[config.mk]
export PLATFORM = sky130hd
export DESIGN_NAME = swm_cell
export DESIGN_NICKNAME = d
export VERILOG_FILES = /design/src/sv/swm_pkg.sv /design/src/sv/swm_cell.sv
export SDC_FILE = /design/constraint.sdc
export NUM_CORES = 1
export LEC_CHECK = 0
export ABC_CLOCK_PERIOD_IN_PS = 4430
export BUFFER_PORTS_ARGS = -buffer_cell sky130_fd_sc_hd__buf_2
export CORE_ASPECT_RATIO = 1.75
export CORE_MARGIN = 2
export CORE_UTILIZATION = 40
export CTS_CLUSTER_DIAMETER = 80
export DETAILED_ROUTE_END_ITERATION = 6
export PLACE_DENSITY_LB_ADDON = 0.12
export SLEW_MARGIN = 30
export SYNTH_ARGS = -nofsm -noshare
export SYNTH_HDL_FRONTEND = slang
export SYNTH_SLANG_ARGS = --single-unit
[constraint.sdc]
create_clock -name clk -period 4.43 [get_ports clk]
set_clock_uncertainty 0.2 [all_clocks]
set_input_delay 0.2215 -clock clk [delete_from_list [all_inputs] [get_ports clk]]
set_output_delay 0.2215 -clock clk [all_outputs]
set_load 0.02 [all_outputs]
[src/sv/swm_pkg.sv]
// ----------------------------------------------------------------------------
// swm_pkg: shared types and constants of the sliding window maximum
// Sizes of the cell chain, widths of the word fields and the control word
// that the controller broadcasts along the chain.
// ----------------------------------------------------------------------------
package swm_pkg;

  // depth of the chain, one cell per possible window slot
  localparam int WINDOW_MAX = 256;
  // positions wrap at this count
  localparam int FRAME_MAX  = 65536;

  localparam int DATA_W = 32;
  localparam int CFG_W  = 9;
  localparam int IDX_W  = $clog2(WINDOW_MAX);
  localparam int LEN_W  = $clog2(WINDOW_MAX) + 1;
  localparam int POS_W  = $clog2(FRAME_MAX);

  typedef logic [IDX_W-1:0]         idx_t;
  typedef logic signed [DATA_W-1:0] data_t;

  // control word seen by every cell in the chain
  typedef struct packed {
    logic               step;    // a new word enters the chain
    logic               grow;    // window longer: move contents one cell down
    logic               shrink;  // window shorter: move contents one cell up
    logic [IDX_W-1:0]   head;    // cell that holds the newest sample
    logic signed [DATA_W-1:0] sample;
  } bcast_t;

  // larger of two signed values
  function automatic data_t max_signed(input data_t a, input data_t b);
    return (a > b) ? a : b;
  endfunction

endpackage

[src/sv/swm_cell.sv]
// ----------------------------------------------------------------------------
// swm_cell: one slot of the running maximum chain
// Holds the maximum of the live samples up to its age. On a new word it
// takes the sample or the larger of the sample and its lower neighbour;
// while the window length is realigned it moves one cell up or down.
// ----------------------------------------------------------------------------
module swm_cell (
  input  logic                clk,
  input  swm_pkg::idx_t       idx,
  input  swm_pkg::bcast_t     bcast,
  input  swm_pkg::data_t      lower,
  input  swm_pkg::data_t      upper,
  output swm_pkg::data_t      value
);

  // cells below the head are outside the window and hold on a new word
  always_ff @(posedge clk) begin
    if (bcast.step) begin
      if (idx == bcast.head) begin
        value <= bcast.sample;
      end else if (idx > bcast.head) begin
        value <= swm_pkg::max_signed(bcast.sample, lower);
      end
    end else if (bcast.grow) begin
      value <= upper;
    end else if (bcast.shrink) begin
      value <= lower;
    end
  end

endmodule

After elaboration in Yosys (flattened, before gate mapping)
Cells that the tools add are included.
{ "totals": {"register_bits": 32, "latchBits": 0, "ram_bits": 0, "mem_bits_ro": 0, "inputBits": 116, "output_inout_bits": 32, "mem_count": 0} }
{ "op_classes": {"n_addsub": 0, "n_mul": 0, "div": 0, "magnitude_cmp": 2, "eq_ne": 2, "shifts": 0, "muxes": 6, "n_bitwise": 0, "reduce_logical": 2} }
{ "ops": {"columns": ["operator", "n"], "rows": [
  ["32-bit two-way mux", 6],
  ["32-bit greater-than comparator", 1],
  ["8-bit equality test", 1],
  ["8-bit greater-than comparator", 1],
  ["3-bit by 1-bit != test with 1-bit output (second input constant)", 1],
  ["3-bit nonzero test", 1],
  ["2-bit AND reduction", 1]
]} }

Logic depth before layout (Yosys ltp)
{ "logic_depth": {"ltp_word": 5, "mapped_depth": 11} }

Worst setup path before layout
No wires, ideal clock.
{ "synth_path": {"path_kind": "input-to-reg", "from": "input port bcast[33] (netlist bit)", "to": "register value[0] (enable)", "setup_time_ns": 0.432, "arrival_ns": 2.627, "required_time_ns": 3.798, "slack_ns": 1.171, "stages": 8, "path_buffers": 0, "path_cell_list": "inv_1 > ha_1 > nor2b_1 > o21a_1 > o21ai_0 > a31oi_1 > a211oi_1 > a21oi_1"} }
{ "synth_via": {"elab_chain_len": 3, "elab_cells_between_ends": 4} }
{ "synth_lines": {"columns": ["item", "line", "source"], "rows": [
  ["start, declared", "swm_cell.sv:10", "input swm_pkg::bcast_t bcast,"],
  ["8-bit greater-than comparator / 8-bit equality test (equally long branches)", "swm_cell.sv:21, swm_cell.sv:19", null],
  ["3-bit by 1-bit != test with 1-bit output (no line) (*)", null, null],
  ["2-bit AND reduction (no line) (*)", null, null],
  ["end signal, assigned", "swm_cell.sv:20", "value <= bcast.sample;"],
  ["end signal, assigned", "swm_cell.sv:22", "value <= swm_pkg::max_signed(bcast.sample, lower);"],
  ["end signal, assigned", "swm_cell.sv:25", "value <= upper;"],
  ["end, declared", "swm_cell.sv:13", "output swm_pkg::data_t value"]
]} }
Mark *: on every way between the ends. The rest lies on a longest branch, timed or not.
A chain may end at the register's enable or synchronous reset.

Worst setup path in the final report
{ "layout_path": {"from": "input port lower[27]", "to": "register value[14], data pin"} }
{ "layout_via": {"elab_chain_len": 5} }
{ "layout_lines": {"columns": ["item", "line", "source"], "rows": [
  ["start, declared", "swm_cell.sv:11", "input swm_pkg::data_t lower,"],
  ["32-bit greater-than comparator", "swm_pkg.sv:33", "return (a > b) ? a : b;"],
  ["32-bit two-way mux", "swm_pkg.sv:33", null],
  ["32-bit two-way mux", "swm_cell.sv:21", "end else if (idx > bcast.head) begin"],
  ["32-bit two-way mux", "swm_cell.sv:19", "if (idx == bcast.head) begin"],
  ["32-bit two-way mux", "swm_cell.sv:18", "if (bcast.step) begin"]
]} }
No other way between the ends. The select of a mux whose other input is x is not followed.

==> out/qor.txt <==
Max-cap violations -> 0
Number of hold buffers added after CTS -> 0
Cells after Synth -> 309
Post-synthesis instance area -> 0.00291 mm2
Number of nets still failing antenna checks after routing -> 0
Number of remaining DRC errors -> 0
Max reg flops -> 32
Worst slew margin relative to its limit -> 40.5%
Worst hold path endpoint -> value[7]
Slew Viols, Final -> 0
Hold Path Origin -> upper[7]
Die Y-Extent -> 117 um
Worst-margin pin slew -> 893 ps
Share of flip-flops with an asynchronous set or reset -> 0%
Total via count in the routed design -> 2843
Top FF cell, synth -> sky130_fd_sc_hd__edfxtp_1
Clk sink count -> 32
Leakage -> 0.00191 uW
Cell depth of the worst min-delay path -> 3
Share of synthesized area occupied by flip-flops and latches -> 33.1%
Crit path setup slack, layout -> 1280 ps
CTS resizes -> 0
Largest fanout on the critical path -> 18
DIE WIDTH -> 68.4 um
Vias in the first global route -> 2810
Final count of negative-setup-slack endpoints -> 0
Achievable frequency -> 0.318 GHz
Clock input transition at the sequential cells of the worst setup and hold paths -> 50 ps
Tcrit/Tclk final -> 71.0%
Critical path class -> primary input to flop
Wirelength, routed -> 8.09 mm
Fraction of final layout cells with drive strength greater than 1 -> 37.3%
TritonCTS clock tree -> yes
Register bank with the most flops -> value
RSZ-0062 raised after global routing -> false
Average footprint of a synthesized cell -> 9.41 um2
Fin. Hold Viols -> 0
Total track usage -> 21.1%
Detailed-route vias per instance -> 5.30
Worst endpoint required time -> 4210 ps
Die Area -> 0.00799 mm2
Cell with the most instances after synthesis -> sky130_fd_sc_hd__inv_1
Ys Warns -> 0
Outcome -> finished clean
Count of TritonRoute iterations in the first routing pass -> 6
Routability cong. -> 0.751
Setup crit start kind -> primary input
Final critical delay including setup and external delays -> 3150 ps
Root Buffer -> sky130_fd_sc_hd__clkbuf_16
Number of I/O pins -> 148
Largest net degree at the start of global routing -> 46
DP Worst Slack -> 974 ps
CTS Buffer Depth -> 2
H-tree depth reported by CTS -> 2
Number of library cell types mapped by synthesis -> 34
Path category of the worst min-delay check -> primary input to flop
Post-detail-place hpwl -> 6.32 mm
Number of filler cells placed in the layout -> 703
Port Buffers -> 147
Arrival time of the worst setup path -> 2930 ps
Violation count after the first detailed-route iteration -> 74
Net count after synthesis -> 465
Most used standard cells in the synthesized netlist -> 42 x sky130_fd_sc_hd__inv_1, 40 x sky130_fd_sc_hd__ha_1, 35 x sky130_fd_sc_hd__nor2_1
Worst vdd rail ir drop -> 0.156 mV
Worst Setup End Kind -> flop
Largest area contributor in the netlist -> sky130_fd_sc_hd__edfxtp_1
Final total negative setup slack -> 0 ps
Largest registers -> value (32)
# Post-CTS Setup Buffers -> 0
PD cells -> 306 mW/mm2
Detail-routed net length per standard cell -> 15.1 um
Dominant cells by area after synthesis -> sky130_fd_sc_hd__edfxtp_1 33%, sky130_fd_sc_hd__ha_1 17%, sky130_fd_sc_hd__inv_1 5.4%, sky130_fd_sc_hd__a21oi_1 5.2%, sky130_fd_sc_hd__a221oi_2 5.2%
Proportion of netlist area held by the largest area contributor -> 33.1%
Number of antenna violations at the first check in global routing -> 0
First-pass GRT wire length -> 12.6 mm
Core Footprint -> 0.00713 mm2
Number of register bits inferred by synthesis -> 32
Diodes inserted -> 0
Layout Area Growth over Synthesis -> 32.7%
Inserted Clock Buffers -> 5
Row count -> 41
Net total in the final layout -> 606
Global-route congestion overflow total -> 0
Post-synth EDFFs -> 32
Starting density of the core -> 40.8%
[worst max path at each step]
stage / startpoint / endpoint / slack (ps) / cells past startpoint
after floorplan: bcast[33] / value[0] / 1170 / 8
after global placement: lower[27] / value[16] / 1040 / 10
after detailed placement: lower[27] / value[18] / 970 / 10
after CTS: lower[27] / value[18] / 1260 / 10
after global routing: lower[27] / value[16] / 970 / 10
final: lower[27] / value[14] / 1280 / 10
[metal layers]
| metal | wire length [um] | global-route usage, % | up-vias |
|---|---|---|---|
| met3 | 427 | 3.28 | 7 |
| met1 | 2910 | 21.4 | 1304 |
| li1 | - | - | 1442 |
| met5 | 0 | 0 | - |
| met4 | 137 | 6.67 | 0 |
| met2 | 4610 | 41.5 | 90 |
[area by class of cell]
class / count / area (um2) / share of cell area [%]
Timing Repair Buffer: 151 / 786 / 20.4
Clock buffer: 5 / 125 / 3.24
Clock inverter: 2 / 7.51 / 0.195
Inverter: 42 / 158 / 4.09
Sequential cell: 32 / 961 / 24.9
Tap cell: 86 / 108 / 2.79
Multi-Input combinational cell: 218 / 1710 / 44.4
[where the power goes]
group | internal (uW) | total (uW) | switching [uW]
clock | 201 | 328 | 127
sequential | 406 | 420 | 14.0
combinational | 176 | 433 | 258
total | 783 | 1180 | 399
[kinds of logic (layout without fill, tap and decap cells)]
logic type | count (synthesis) | after routing | synth area share [%]
AOI/OAI and AO/OA | 83 | 83 | 22.0
DFF | 32 | 32 | 33.1
adders and majority gates | 40 | 40 | 17.2
muxes | 14 | 14 | 4.82
buffers and inverters | 59 | 200 | 8.44
and+or+nand+nor | 81 | 81 | 14.5
[worst max-delay path: stages]
cell                       delay [ps]
sky130_fd_sc_hd__buf_2             80
sky130_fd_sc_hd__inv_1             50
sky130_fd_sc_hd__ha_1             310
sky130_fd_sc_hd__nand4_1          180
sky130_fd_sc_hd__nor4_1           530
sky130_fd_sc_hd__nand3_1          140
sky130_fd_sc_hd__and3_1           240
sky130_fd_sc_hd__a211oi_4         240
sky130_fd_sc_hd__a21o_1           710
sky130_fd_sc_hd__a221oi_1         220
[placed cells by master (no fill, tap or decap), drive strengths merged, types with 2 or more instances in the layout]
master	count
a211oi	17
a21o	4
a21oi	30
a221oi	18
a31oi	2
buf	151
clkbuf	5
clkinv	2
edfxtp	32
ha	40
inv	42
mux2i	14
nand2	6
nand3	3
nand4	9
nor2	35
nor2b	3
nor3	3
nor3b	18
o21a	2
o21ai	5
[per-stage QoR]
stage               cells  hold WS (ps)  utilization, %  instance area [um2]  power (uW)
finish                536          89.7            54.1                 3860        1180
global route          536           132            54.1                 3860        1250
CTS                   536          87.5            54.1                 3860        1190
detailed placement    529           380            52.2                 3720         865
global placement      528           370            51.8                 3700         855
floorplan             309           279               -                 2910         706
No activity file was read; power rests on OpenSTA's default activity.
