File: config.mk
export PLATFORM = sky130hd
export DESIGN_NAME = swm_ctrl
export DESIGN_NICKNAME = d
export VERILOG_FILES = /design/src/sv/swm_pkg.sv /design/src/sv/swm_ctrl.sv
export SDC_FILE = /design/constraint.sdc
export NUM_CORES = 1
export LEC_CHECK = 0
export BUFFER_PORTS_ARGS = -buffer_cell sky130_fd_sc_hd__clkbuf_2
export CAP_MARGIN = 30
export CORE_MARGIN = 4
export CORE_UTILIZATION = 43
export DETAILED_ROUTE_END_ITERATION = 12
export PLACE_DENSITY = 0.78
export SLEW_MARGIN = 0
export SYNTH_ARGS = -nofsm -noshare
export SYNTH_HDL_FRONTEND = slang
export SYNTH_SLANG_ARGS = --single-unit
File: constraint.sdc
create_clock -name clk -period 15.8 [get_ports clk]
set_input_delay 1.58 -clock clk [delete_from_list [all_inputs] [get_ports clk]]
set_output_delay 1.58 -clock clk [all_outputs]
set_load 0.03 [all_outputs]
File: src/sv/swm_pkg.sv
// ----------------------------------------------------------------------------
// swm_pkg: shared types and constants of the sliding window maximum
// Sizes of the cell chain, widths of the word fields and the control word
// that the controller broadcasts along the chain.
// ----------------------------------------------------------------------------
package swm_pkg;

  // depth of the chain, one cell per possible window slot
  localparam int WINDOW_MAX = 256;
  // positions wrap at this count
  localparam int FRAME_MAX  = 65536;

  localparam int DATA_W = 32;
  localparam int CFG_W  = 9;
  localparam int IDX_W  = $clog2(WINDOW_MAX);
  localparam int LEN_W  = $clog2(WINDOW_MAX) + 1;
  localparam int POS_W  = $clog2(FRAME_MAX);

  typedef logic [IDX_W-1:0]         idx_t;
  typedef logic signed [DATA_W-1:0] data_t;

  // control word seen by every cell in the chain
  typedef struct packed {
    logic               step;    // a new word enters the chain
    logic               grow;    // window longer: move contents one cell down
    logic               shrink;  // window shorter: move contents one cell up
    logic [IDX_W-1:0]   head;    // cell that holds the newest sample
    logic signed [DATA_W-1:0] sample;
  } bcast_t;

  // larger of two signed values
  function automatic data_t max_signed(input data_t a, input data_t b);
    return (a > b) ? a : b;
  endfunction

endpackage

File: src/sv/swm_ctrl.sv
// ----------------------------------------------------------------------------
// swm_ctrl: handshake, window length and position control
// Keeps the window length register, the head index of the chain, the frame
// position and the output register, and drives the chain's control word.
// ----------------------------------------------------------------------------
module swm_ctrl (
  input  logic                        clk,
  input  logic                        rst,
  input  logic                        cfg_we,
  input  logic [swm_pkg::CFG_W-1:0]   cfg_data,
  input  logic                        in_valid,
  output logic                        in_stall,
  input  swm_pkg::data_t              sample,
  input  logic                        frame_end,
  input  swm_pkg::data_t              tail_value,
  output swm_pkg::bcast_t             bcast,
  output logic                        out_valid,
  input  logic                        out_stall,
  output swm_pkg::data_t              window_max,
  output logic [swm_pkg::POS_W-1:0]   window_start,
  output logic                        last
);

  logic [swm_pkg::CFG_W-1:0] window_len;
  swm_pkg::idx_t             head;
  logic [swm_pkg::POS_W-1:0] position;

  logic [swm_pkg::LEN_W-1:0] eff_len;
  logic [swm_pkg::LEN_W-1:0] cur_len;
  swm_pkg::idx_t             head_target;
  logic                      misaligned;
  logic                      accept;
  logic                      full;
  swm_pkg::data_t            top_next;
  logic [swm_pkg::POS_W-1:0] start_pos;

  // clamp the programmed length to 1..WINDOW_MAX
  always_comb begin
    if (int'(window_len) > swm_pkg::WINDOW_MAX) begin
      eff_len = swm_pkg::LEN_W'(swm_pkg::WINDOW_MAX);
    end else if (window_len == '0) begin
      eff_len = swm_pkg::LEN_W'(1);
    end else begin
      eff_len = swm_pkg::LEN_W'(window_len);
    end
  end

  // head index the chain has to sit at for this length
  assign head_target = swm_pkg::IDX_W'(swm_pkg::WINDOW_MAX - int'(eff_len));
  assign misaligned  = (head != head_target);
  assign cur_len     = swm_pkg::LEN_W'(swm_pkg::WINDOW_MAX - int'(head));

  // handshake: hold off while realigning or while the result slot is blocked
  assign in_stall = misaligned || (out_valid && out_stall);
  assign accept   = in_valid && !in_stall;

  // window full once the position reaches length - 1
  assign full      = (int'(position) + 1) >= int'(cur_len);
  assign start_pos = swm_pkg::POS_W'(int'(position) + 1 - int'(cur_len));

  // value the last cell takes on this word: the window maximum
  assign top_next = (head == swm_pkg::IDX_W'(swm_pkg::WINDOW_MAX - 1)) ? sample
                  : swm_pkg::max_signed(sample, tail_value);

  // control word for the chain
  always_comb begin
    bcast.step   = accept;
    bcast.grow   = misaligned && (head_target < head);
    bcast.shrink = misaligned && (head_target > head);
    bcast.head   = head;
    bcast.sample = sample;
  end

  // control registers
  always_ff @(posedge clk) begin
    if (rst) begin
      window_len <= swm_pkg::CFG_W'(1);
      head       <= swm_pkg::IDX_W'(swm_pkg::WINDOW_MAX - 1);
      position   <= '0;
      out_valid  <= 1'b0;
    end else begin
      if (cfg_we) begin
        window_len <= cfg_data;
      end
      if (bcast.grow) begin
        head <= head - swm_pkg::IDX_W'(1);
      end else if (bcast.shrink) begin
        head <= head + swm_pkg::IDX_W'(1);
      end
      if (accept) begin
        position <= frame_end ? '0 : position + swm_pkg::POS_W'(1);
      end
      if (accept) begin
        out_valid <= full;
      end else if (!out_stall) begin
        out_valid <= 1'b0;
      end
    end
  end

  // output word
  always_ff @(posedge clk) begin
    if (accept && full) begin
      window_max   <= top_next;
      window_start <= start_pos;
      last         <= frame_end;
    end
  end

endmodule

; ---- After elaboration in Yosys (flattened, before gate mapping)
; Cells that the tools add are included.
[totals]
register_bits = 83
elab_cells = 40
[classes]
addsub = 7
n_lt_le_gt_ge = 5
n_eq_ne = 3
muxes = 9
reduce_logical = 9
[op_table]
columns = cell, count
row1 = $mux W32, 2
row2 = $gt A32 B32 Y1, 1
row3 = $mux W8, 4
row4 = $add A16 B1 Y17 const B, 1
row5 = $ge A17 B9 Y1, 1
row6 = $add A16 B1 Y16 const B, 1
row7 = $mux W16, 1
row8 = $sub A16 B9 Y16, 1
row9 = $gt A9 B9 Y1 const B, 1
row10 = $logic_not A9 Y1, 1
row11 = $sub A9 B8 Y9 const A, 1
row12 = $add A8 B1 Y8 const B, 1
row13 = $eq A8 B8 Y1 const B, 1
row14 = $gt A8 B8 Y1, 1
row15 = $lt A8 B8 Y1, 1
row16 = $ne A8 B8 Y1, 1
row17 = $sub A1 B8 Y8 const A, 1
row18 = $sub A8 B1 Y8 const B, 1
row19 = $logic_and A1 B1 Y1, 5
row20 = $mux W1, 2
row21 = $ne A2 B1 Y1 const B, 1
row22 = $reduce_bool A2 Y1, 1
row23 = $logic_not A1 Y1, 1
row24 = $logic_or A1 B1 Y1, 1

; ---- Longest topological paths before layout
; Gate-level depths: netlist of the first run.
[logic_depth]
depth_word = 9
depth_mapped = 22

; ---- Least setup slack after synthesis of the first run
; Ideal clock, no wire load.
[synth_timing]
path_type = reg-to-reg
startpoint = register window_len[2] (netlist bit)
endpoint = register last (enable)
setup_ns = 0.472
arrival_time_ns = 5.164
setup_slack_ns = 10.164
stages_incl_launch_ff = 14
n_path_buf = 1
synth_period_minus_slack_ns = 5.636
cell_sequence = dfxtp_1 -> nor3_1 -> nor3b_1 -> nand2_1 -> nor2_1 -> o21ai_0 -> ha_1 -> nand2_1 -> a31oi_1 -> ha_1 -> nand4_1 -> or4b_1 -> clkbuf_1 -> a21oi_1
[synth_via]
elab_chain_cells = 9
word_cells_on_any_way = 10
classes_between = 1 x add/sub / 1 x order compare / 1 x eq/ne / 2 x mux / 5 x reduce/logical
[synth_rtl]
columns = item, line
row1 = "start, declared", swm_ctrl.sv:24  ; logic [swm_pkg::CFG_W-1:0] window_len;
row2 = "start signal, assigned", swm_ctrl.sv:77  ; window_len <= swm_pkg::CFG_W'(1);
row3 = "start signal, assigned", swm_ctrl.sv:83  ; window_len <= cfg_data;
row4 = branches (longest 2 deep; another with $gt A9 B9 Y1), n/a
row5 = $mux W8 (*), swm_ctrl.sv:39  ; if (int'(window_len) > swm_pkg::WINDOW_MAX) begin
row6 = $sub A1 B8 Y8 (*), swm_ctrl.sv:49  ; assign head_target = swm_pkg::IDX_W'(swm_pkg::WINDOW_MAX - int'(eff_len));
row7 = $ne A8 B8 Y1 (*), swm_ctrl.sv:50  ; assign misaligned = (head != head_target);
row8 = $logic_or A1 B1 Y1 (*), swm_ctrl.sv:54  ; assign in_stall = misaligned || (out_valid && out_stall);
row9 = $logic_not A1 Y1 (*), swm_ctrl.sv:55  ; assign accept = in_valid && !in_stall;
row10 = $logic_and A1 B1 Y1 (*), swm_ctrl.sv:55
row11 = $logic_and A1 B1 Y1 (*), swm_ctrl.sv:103  ; if (accept && full) begin
row12 = "end signal, assigned", swm_ctrl.sv:106  ; last <= frame_end;
row13 = "end, declared", swm_ctrl.sv:21  ; output logic last
; Every way passes the cells marked *.
; A chain may end at the register's enable or synchronous reset.

==> out/results.txt, run 1 <==
Worst-path clk slew = 0.06 ns
Worst clock skew = 0.007148 ns
Fin cells = 935
Number of max-slew violations in the final report = 0
Gate Count Post-Synth = 616
Hold path startpoint = position[6]
Commonest cells in the netlist = ha_1, inv_1, edfxtp_1
Worst hold path type = flop to flop
Status = finished clean
Warnings from Yosys = 0
Actual slew at the worst max-slew pin = 0.6319 ns
Via density = 5.333
R2R setup slack = 10.86 ns
CP Class = flop to primary output
Worst r2r src = window_len[2]
Placed cell area = 6768 sq um
Design Power = 930.6 uW
Antenna fix cells = 0
# DRC = 0
DRT Wirelength = 14.62 mm
Final nets = 894
RSZ-0062 raised after global routing = false
TritonCTS clock tree = done
Most numerous cell in the Yosys netlist = ha_1
Post-Place Cells = 919
Adder-cell area share of the yosys netlist = 0.1301
Via count = 4986
First-pass GRT wire length = 23.65 mm
CP cell instances = nor3_1, nor3b_1, nand2_1, nor2_1, o21ai_0, ha_1, o21a_1, a31oi_1, ha_1, or3_1, o21ai_0, a21oi_1, a31oi_1, nand2_1, inv_1, clkbuf_2
Main combinational cell family by area after synthesis = simple AND/OR/NAND/NOR gates
Buffers and inverters on the worst path = 2
Post-route cell area = 7118 sq um
Die Height = 126.0 um
Worst reg-to-reg path cell count = 22
Post-synthesis sequential area ratio = 0.3597
VDD IR-drop max = 135.9 uV
Cell depth of the worst min-delay path = 2
Synth area leaders = edfxtp_1, ha_1, dfxtp_1, mux2_4, buf_4
Cell Area, Synth = 5983 sq um
Normalized max-slew margin = 0.5748
Synthesized area per cell = 9.713 sq um
Xor and xnor fraction of the mapped netlist area = 0.05416
Synth Register Bits = 83
Max_cap viols = 0
Complex-gate fraction of the synthesized area = 0.1150
Buffers on Ports = 172
Synth area leader = edfxtp_1
WHS Endpoint = position[6]
Synth cell types = 57
Static Leakage = 3.300 nW
Total gr overflow = 0
Antenna violations before repair = 0
Mapped Nets = 756
F_max = 0.1818 GHz
Endpoints failing hold = 0
Pwr Density = 130.7 nW/um^2
Vias in the first global route = 4807
Detailed placement HPWL = 11.52 mm
Crit path time final = 5.501 ns
Final setup TNS = 0 ns
Layout Utilization = 0.5291
# rows = 42
Largest net degree at the start of global routing = 50
Share of the synthesized area in the top cell type = 0.2459
Post-Synth Simple-Gate Area = 0.1535
WP data required = 14.22 ns
Chip width = 126.0 um
Mux cell area share after synthesis = 0.09912
Final period utilization = 0.3481
Clk sinks = 83
Ys async rst share = 0
TritonCTS Buffers = 9
Startpoint Class = flop
DR iter-0 viols = 221
Reg-to-Reg End = head[6]
Number of synthesized flops with an enable pin = 49
Placer Congestion = 0.8547
Initial core utilization = 0.4448
DR pass1 iterations = 4
# setup viols final = 0
Core area = 13450 sq um
Prevailing post-synth register cell = edfxtp_1
Wire length per cell = 15.63 um
Skew-Pair Late Insertion Delay = 0.34 ns
Clock Path Buffers = 2
# hold bufs at CTS = 0
Post-route ant nets = 0
Share of cells above drive strength 1 = 0.3070
Worst Path Max Fanout = 7
CTS HTree Levels = 3
Critical Path AT = 3.92 ns
Crit. End Element = primary output
CTS resizes = 0
P&R area growth vs syn = 18.97%
Die ar. = 15870 sq um
Ports = 173
Top delay family on crit path = simple AND/OR/NAND/NOR gates
Critical Path Slowest Stage Cell = dfxtp_1
Post-CTS setup buffer count = 0
CP max stage delay = 0.34 ns
Global Route Usage Sum = 0.1831
Clock root buffer = clkbuf_16
worst max-delay path by stage:
stage / start / end / slack (ns) / depth (start not counted)
2_1_floorplan: window_len[2] / last / 10.16 / 13
3_3_place_gp: window_len[2] / bcast[41] / 10.87 / 16
3_5_place_dp: window_len[2] / bcast[41] / 10.71 / 16
4_1_cts: window_len[2] / bcast[41] / 10.31 / 16
5_1_grt: window_len[2] / bcast[41] / 9.91 / 16
6_report: window_len[2] / bcast[41] / 10.30 / 16
tightest hold or removal path, cell delays in order, from the launching register on:
cell	delay [ns]
dfxtp_1	0.34
o21ai_0	0.08
a21oi_1	0.06
flip-flops by register name (all words and copies together), names as in the netlist:
signal	count
position	16
out_valid	1
window_start	16
last	1
window_len	9
head	8
window_max	32
power by group:
group,switching (mW),internal (mW),total [mW],leakage [nW]
Sequential,0.0152,0.253,0.268,0.716
Combinational,0.234,0.180,0.414,2.41
Clock,0.0891,0.159,0.248,0.169
Total,0.339,0.592,0.931,3.30
cells in the final DEF, fill, tap and decap left out, drive strengths merged, types with 2 or more instances in the layout:
master	netlist	final
ha	59	59
xnor2	24	24
a22oi	5	5
bufinv	0	3
o311ai	4	4
or4	2	2
nor2b	6	6
nand2	38	38
nor2	46	46
mux2	32	32
or3	7	7
a31oi	8	8
dfxtp	34	34
nor3b	4	4
xor2	13	13
nor4	4	4
or2	4	4
nand3	19	19
o211ai	5	5
fa	2	2
inv	53	54
and4	3	3
a221oi	3	3
o31a	2	2
nand3b	6	6
nor3	15	15
o21a	8	8
a21oi	43	43
a21o	3	3
mux2i	12	12
o31ai	2	2
edfxtp	49	49
nand2b	4	4
nand4	17	17
clkbuf	8	182
o21ai	22	22
buf	40	3
layer usage:
| metal | track usage | up-vias | wire length [um] |
|---|---|---|---|
| met3 | 0.02964 | 17 | 876 |
| met5 | 0 | - | 0 |
| li1 | - | 2482 | - |
| met4 | 0.06057 | 0 | 228 |
| met1 | 0.2156 | 2295 | 6052 |
| met2 | 0.3374 | 192 | 7457 |
through the flow:
step | hold WS, ns | setup WS [ns]
after floorplan | 0.4836 | 10.16
after global placement | 0.5120 | 10.87
after detailed placement | 0.5220 | 10.71
after CTS | 0.5305 | 10.31
after global routing | 0.5474 | 9.910
final | 0.5290 | 10.30
area by class of cell:
cell class	count	area, sq um
flip-flops and latches	83	2152
multi-input cells	432	3313
fillers	1198	6335
well taps	176	220.2
clock buffers	10	239.0
clock inverters	6	111.4
repair buffers	175	883.3
inverters	53	198.9
kinds of logic (layout without fill, tap and decap cells):
group	Yosys count	count (layout)
compound gates	112	112
fa+ha+maj	61	61
xor+xnor	37	37
flops	83	83
simple gates	178	178
buf+inv	101	244
mux	44	44
Note: power is estimated with default switching activity, not from simulation.
==> inputs of run 2 (changes only) <==
- ABC_AREA: not set -> 1
- PLACE_DENSITY: 0.78 -> 0.81
- clock period: 15.8 -> 4.6 ns (I/O delays scaled with it)
==> out/results.txt, run 2 <==
Most numerous cell in the Yosys netlist = nand2_1
DR pass1 iterations = 5 (+1)
# rows = 42 (unchanged)
Clk sinks = 83 (unchanged)
Antenna violations before repair = 0 (unchanged)
Mapped Nets = 916 (+21%)
CP max stage delay = 0.34 ns (about the same)
Core area = 13450 sq um (unchanged)
Crit. End Element = flop
DRT Wirelength = 14.48 mm (-0.95%)
Buffers on Ports = 172 (unchanged)
Die ar. = 15880 sq um (+0.12%)
Skew-Pair Late Insertion Delay = 0.35 ns (about the same)
Clock root buffer = clkbuf_16
Worst clock skew = 0.006847 ns (-0.0003012 ns)
Final nets = 1055 (+18%)
Commonest cells in the netlist = nand2_1, inv_1, ha_1
Total gr overflow = 0 (unchanged)
Via count = 5428 (+8.9%)
Vias in the first global route = 5197 (+8.1%)
Synthesized area per cell = 7.720 sq um (-21%)
VDD IR-drop max = 203.3 uV (+50%)
Ports = 173 (unchanged)
CTS HTree Levels = 3 (unchanged)
Worst Hold Slack = 0.3409 ns (-0.1881 ns)
Post-route cell area = 7081 sq um (-0.53%)
Chip width = 126.0 um (about the same)
Initial core utilization = 0.4453 (+0.0005581)
Clock Path Buffers = 2 (unchanged)
Placed cell area = 6779 sq um (+0.17%)
Post-synthesis sequential area ratio = 0.3592 (-0.0004507)
P&R area growth vs syn = 18.19%
WP data required = 4.82 ns (-9.40 ns)
Reg with most FFs = window_max
Crit path time final = 3.955 ns
Placer Congestion = 0.9005 (+5.4%)
Detailed placement HPWL = 11.47 mm (-0.45%)
Static Leakage = 3.635 nW (+10%)
Actual slew at the worst max-slew pin = 0.4958 ns (-0.1361 ns)
Ys async rst share = 0 (unchanged)
Met3 usage = 0.04318 (+0.01355)
Synth Register Bits = 83 (unchanged)
GRT met1 Usage = 0.2190 (+0.003324)
Critical Path AT = 4.17 ns (+0.25 ns)
F_max = 0.2529 GHz
Wire length per cell = 13.21 um (-16%)
DR iter-0 viols = 321 (+45%)
Worst hold path type = input port to flop
GR peak layer = met2
RSZ-0062 raised after global routing = false
Most frequent cells in the layout = nand2_1, clkbuf_2, inv_1
Post-route ant nets = 0 (unchanged)
Critical Path Slowest Stage Cell = dfxtp_1
Worst-path clk slew = 0.06 ns (about the same)
Max reg flops = 32 (unchanged)
R2R setup slack = 0.65 ns (-10.21 ns)
First-pass GRT wire length = 24.21 mm (+2.3%)
# setup viols final = 0 (unchanged)
CP Class = flop to flop
Global Route Usage Sum = 0.1866 (+0.003499)
Startpoint Class = flop
Fin cells = 1096 (+17%)
Synth area leader = edfxtp_1
TritonCTS clock tree = done
Crit-path most repeated cell = nand2_1
Pwr Density = 422.6 nW/um^2 (+220%)
Cell Area, Synth = 5991 sq um (+0.13%)
Final setup TNS = 0 ns (unchanged)
TritonCTS Buffers = 9 (unchanged)
Max_cap viols = 0 (unchanged)
Share of cells above drive strength 1 = 0.2402 (-0.06677)
Die Height = 126.0 um (about the same)
Warnings from Yosys = 0 (unchanged)
Endpoints failing hold = 0 (unchanged)
Normalized max-slew margin = 0.6695 (+0.09464)
Final period utilization = 0.8597
Number of synthesized flops with an enable pin = 49 (unchanged)
Gate Count Post-Synth = 776 (+26%)
Share of the synthesized area in the top cell type = 0.2456 (-0.0003082)
Worst Path Max Fanout = 8 (+1)
Antenna fix cells = 0 (unchanged)
Status = finished clean
Largest registers = window_max x32, position x16, window_start x16
Synth cell types = 40 (-30%)
Commonest non-fill, non-tap cell in the layout = nand2_1
Largest net degree at the start of global routing = 34 (-32%)
Synth area leaders = edfxtp_1, ha_1, nand2_1, dfxtp_1, inv_1
Post-Place Cells = 1080 (+18%)
GR Layer Usage met2 = 0.3293 (-0.008138)
Number of max-slew violations in the final report = 0 (unchanged)
Prevailing post-synth register cell = edfxtp_1
# DRC = 0 (unchanged)
Via density = 4.953 (-7.1%)
run 2: changes by cell type in the layout (fill, tap and decap cells not counted), moves of 13 or more:
| cell | before | now |
|---|---|---|
| inv_1 | 53 | 100 |
| nand2_2 | 0 | 13 |
| xnor2_1 | 24 | 5 |
| mux2_4 | 30 | 0 |
| nand2_1 | 38 | 196 |
| nand3_1 | 19 | 52 |
run 2: per-stage QoR:
stage	setup WS, ns	util	total power [mW]
floorplan	0.2779	-	1.964
global placement	0.7611	0.5039	2.238
detailed placement	0.5925	0.5039	2.270
CTS	0.5786	0.5263	3.019
global route	0.05948	0.5263	3.251
finish	0.6455	0.5263	2.992
run 2: worst max-delay path, delay by kind of cell (launching register included):
family	cells	cell delay (ns)
buffers and inverters	7	0.62
AO/OA/AOI/OAI	6	0.91
XOR/XNOR	1	0.15
AND/OR/NAND/NOR	13	1.08
flip-flops	1	0.34
adder cells (fa/ha/maj)	3	0.74
run 2: per-layer routing:
metal | routed length (um) | share of wire | vias up
met5 | 0 | 0 | -
met1 | 6079 | 0.42 | 2418
met4 | 402 | 0.028 | 0
met2 | 7086 | 0.49 | 183
li1 | - | - | 2800
met3 | 907 | 0.063 | 27
run 2: repair_timing:
action,4_1_cts,5_1_grt
hold buffers,0,0
setup buffers,0,0
resized for setup,0,1
endpoints found under the setup margin,0,1
run 2: final timing paths:
| check | cells after the start | end | from |
|---|---|---|---|
| worst min-delay path | 3 | window_len[0] | cfg_data[0] |
| worst min register to register | 2 | position[8] | position[8] |
| worst max register to register | 30 | head[6] | window_len[1] |
| worst max-delay path | 30 | head[6] | window_len[1] |
run 2: logic make-up (layout without fill, tap and decap cells):
group | after synthesis | in the layout | share of synthesized area
AOI/OAI and AO/OA | 97 | 97 | 0.08814
xor gates and xnor gates | 28 | 28 | 0.04093
adders and majority gates | 61 | 61 | 0.1299
buffers and inverters | 152 | 296 | 0.1218
DFF | 83 | 83 | 0.3592
and+or+nand+nor | 355 | 355 | 0.2600
run 2: where the power goes:
group,switching (mW),total (mW),internal (mW)
clock,0.317,0.739,0.422
sequential,0.0526,0.925,0.873
combinational,0.844,1.33,0.484
run 2: area by class of cell:
type / count / area (sq um)
Clock buffer: 9 / 225.2
Clock inverter: 7 / 76.32
Fill cell: 1267 / 6372
Inverter: 103 / 386.6
Multi-Input combinational cell: 541 / 3109
Sequential cell: 83 / 2152
Tap cell: 176 / 220.2
Timing Repair Buffer: 177 / 910.9
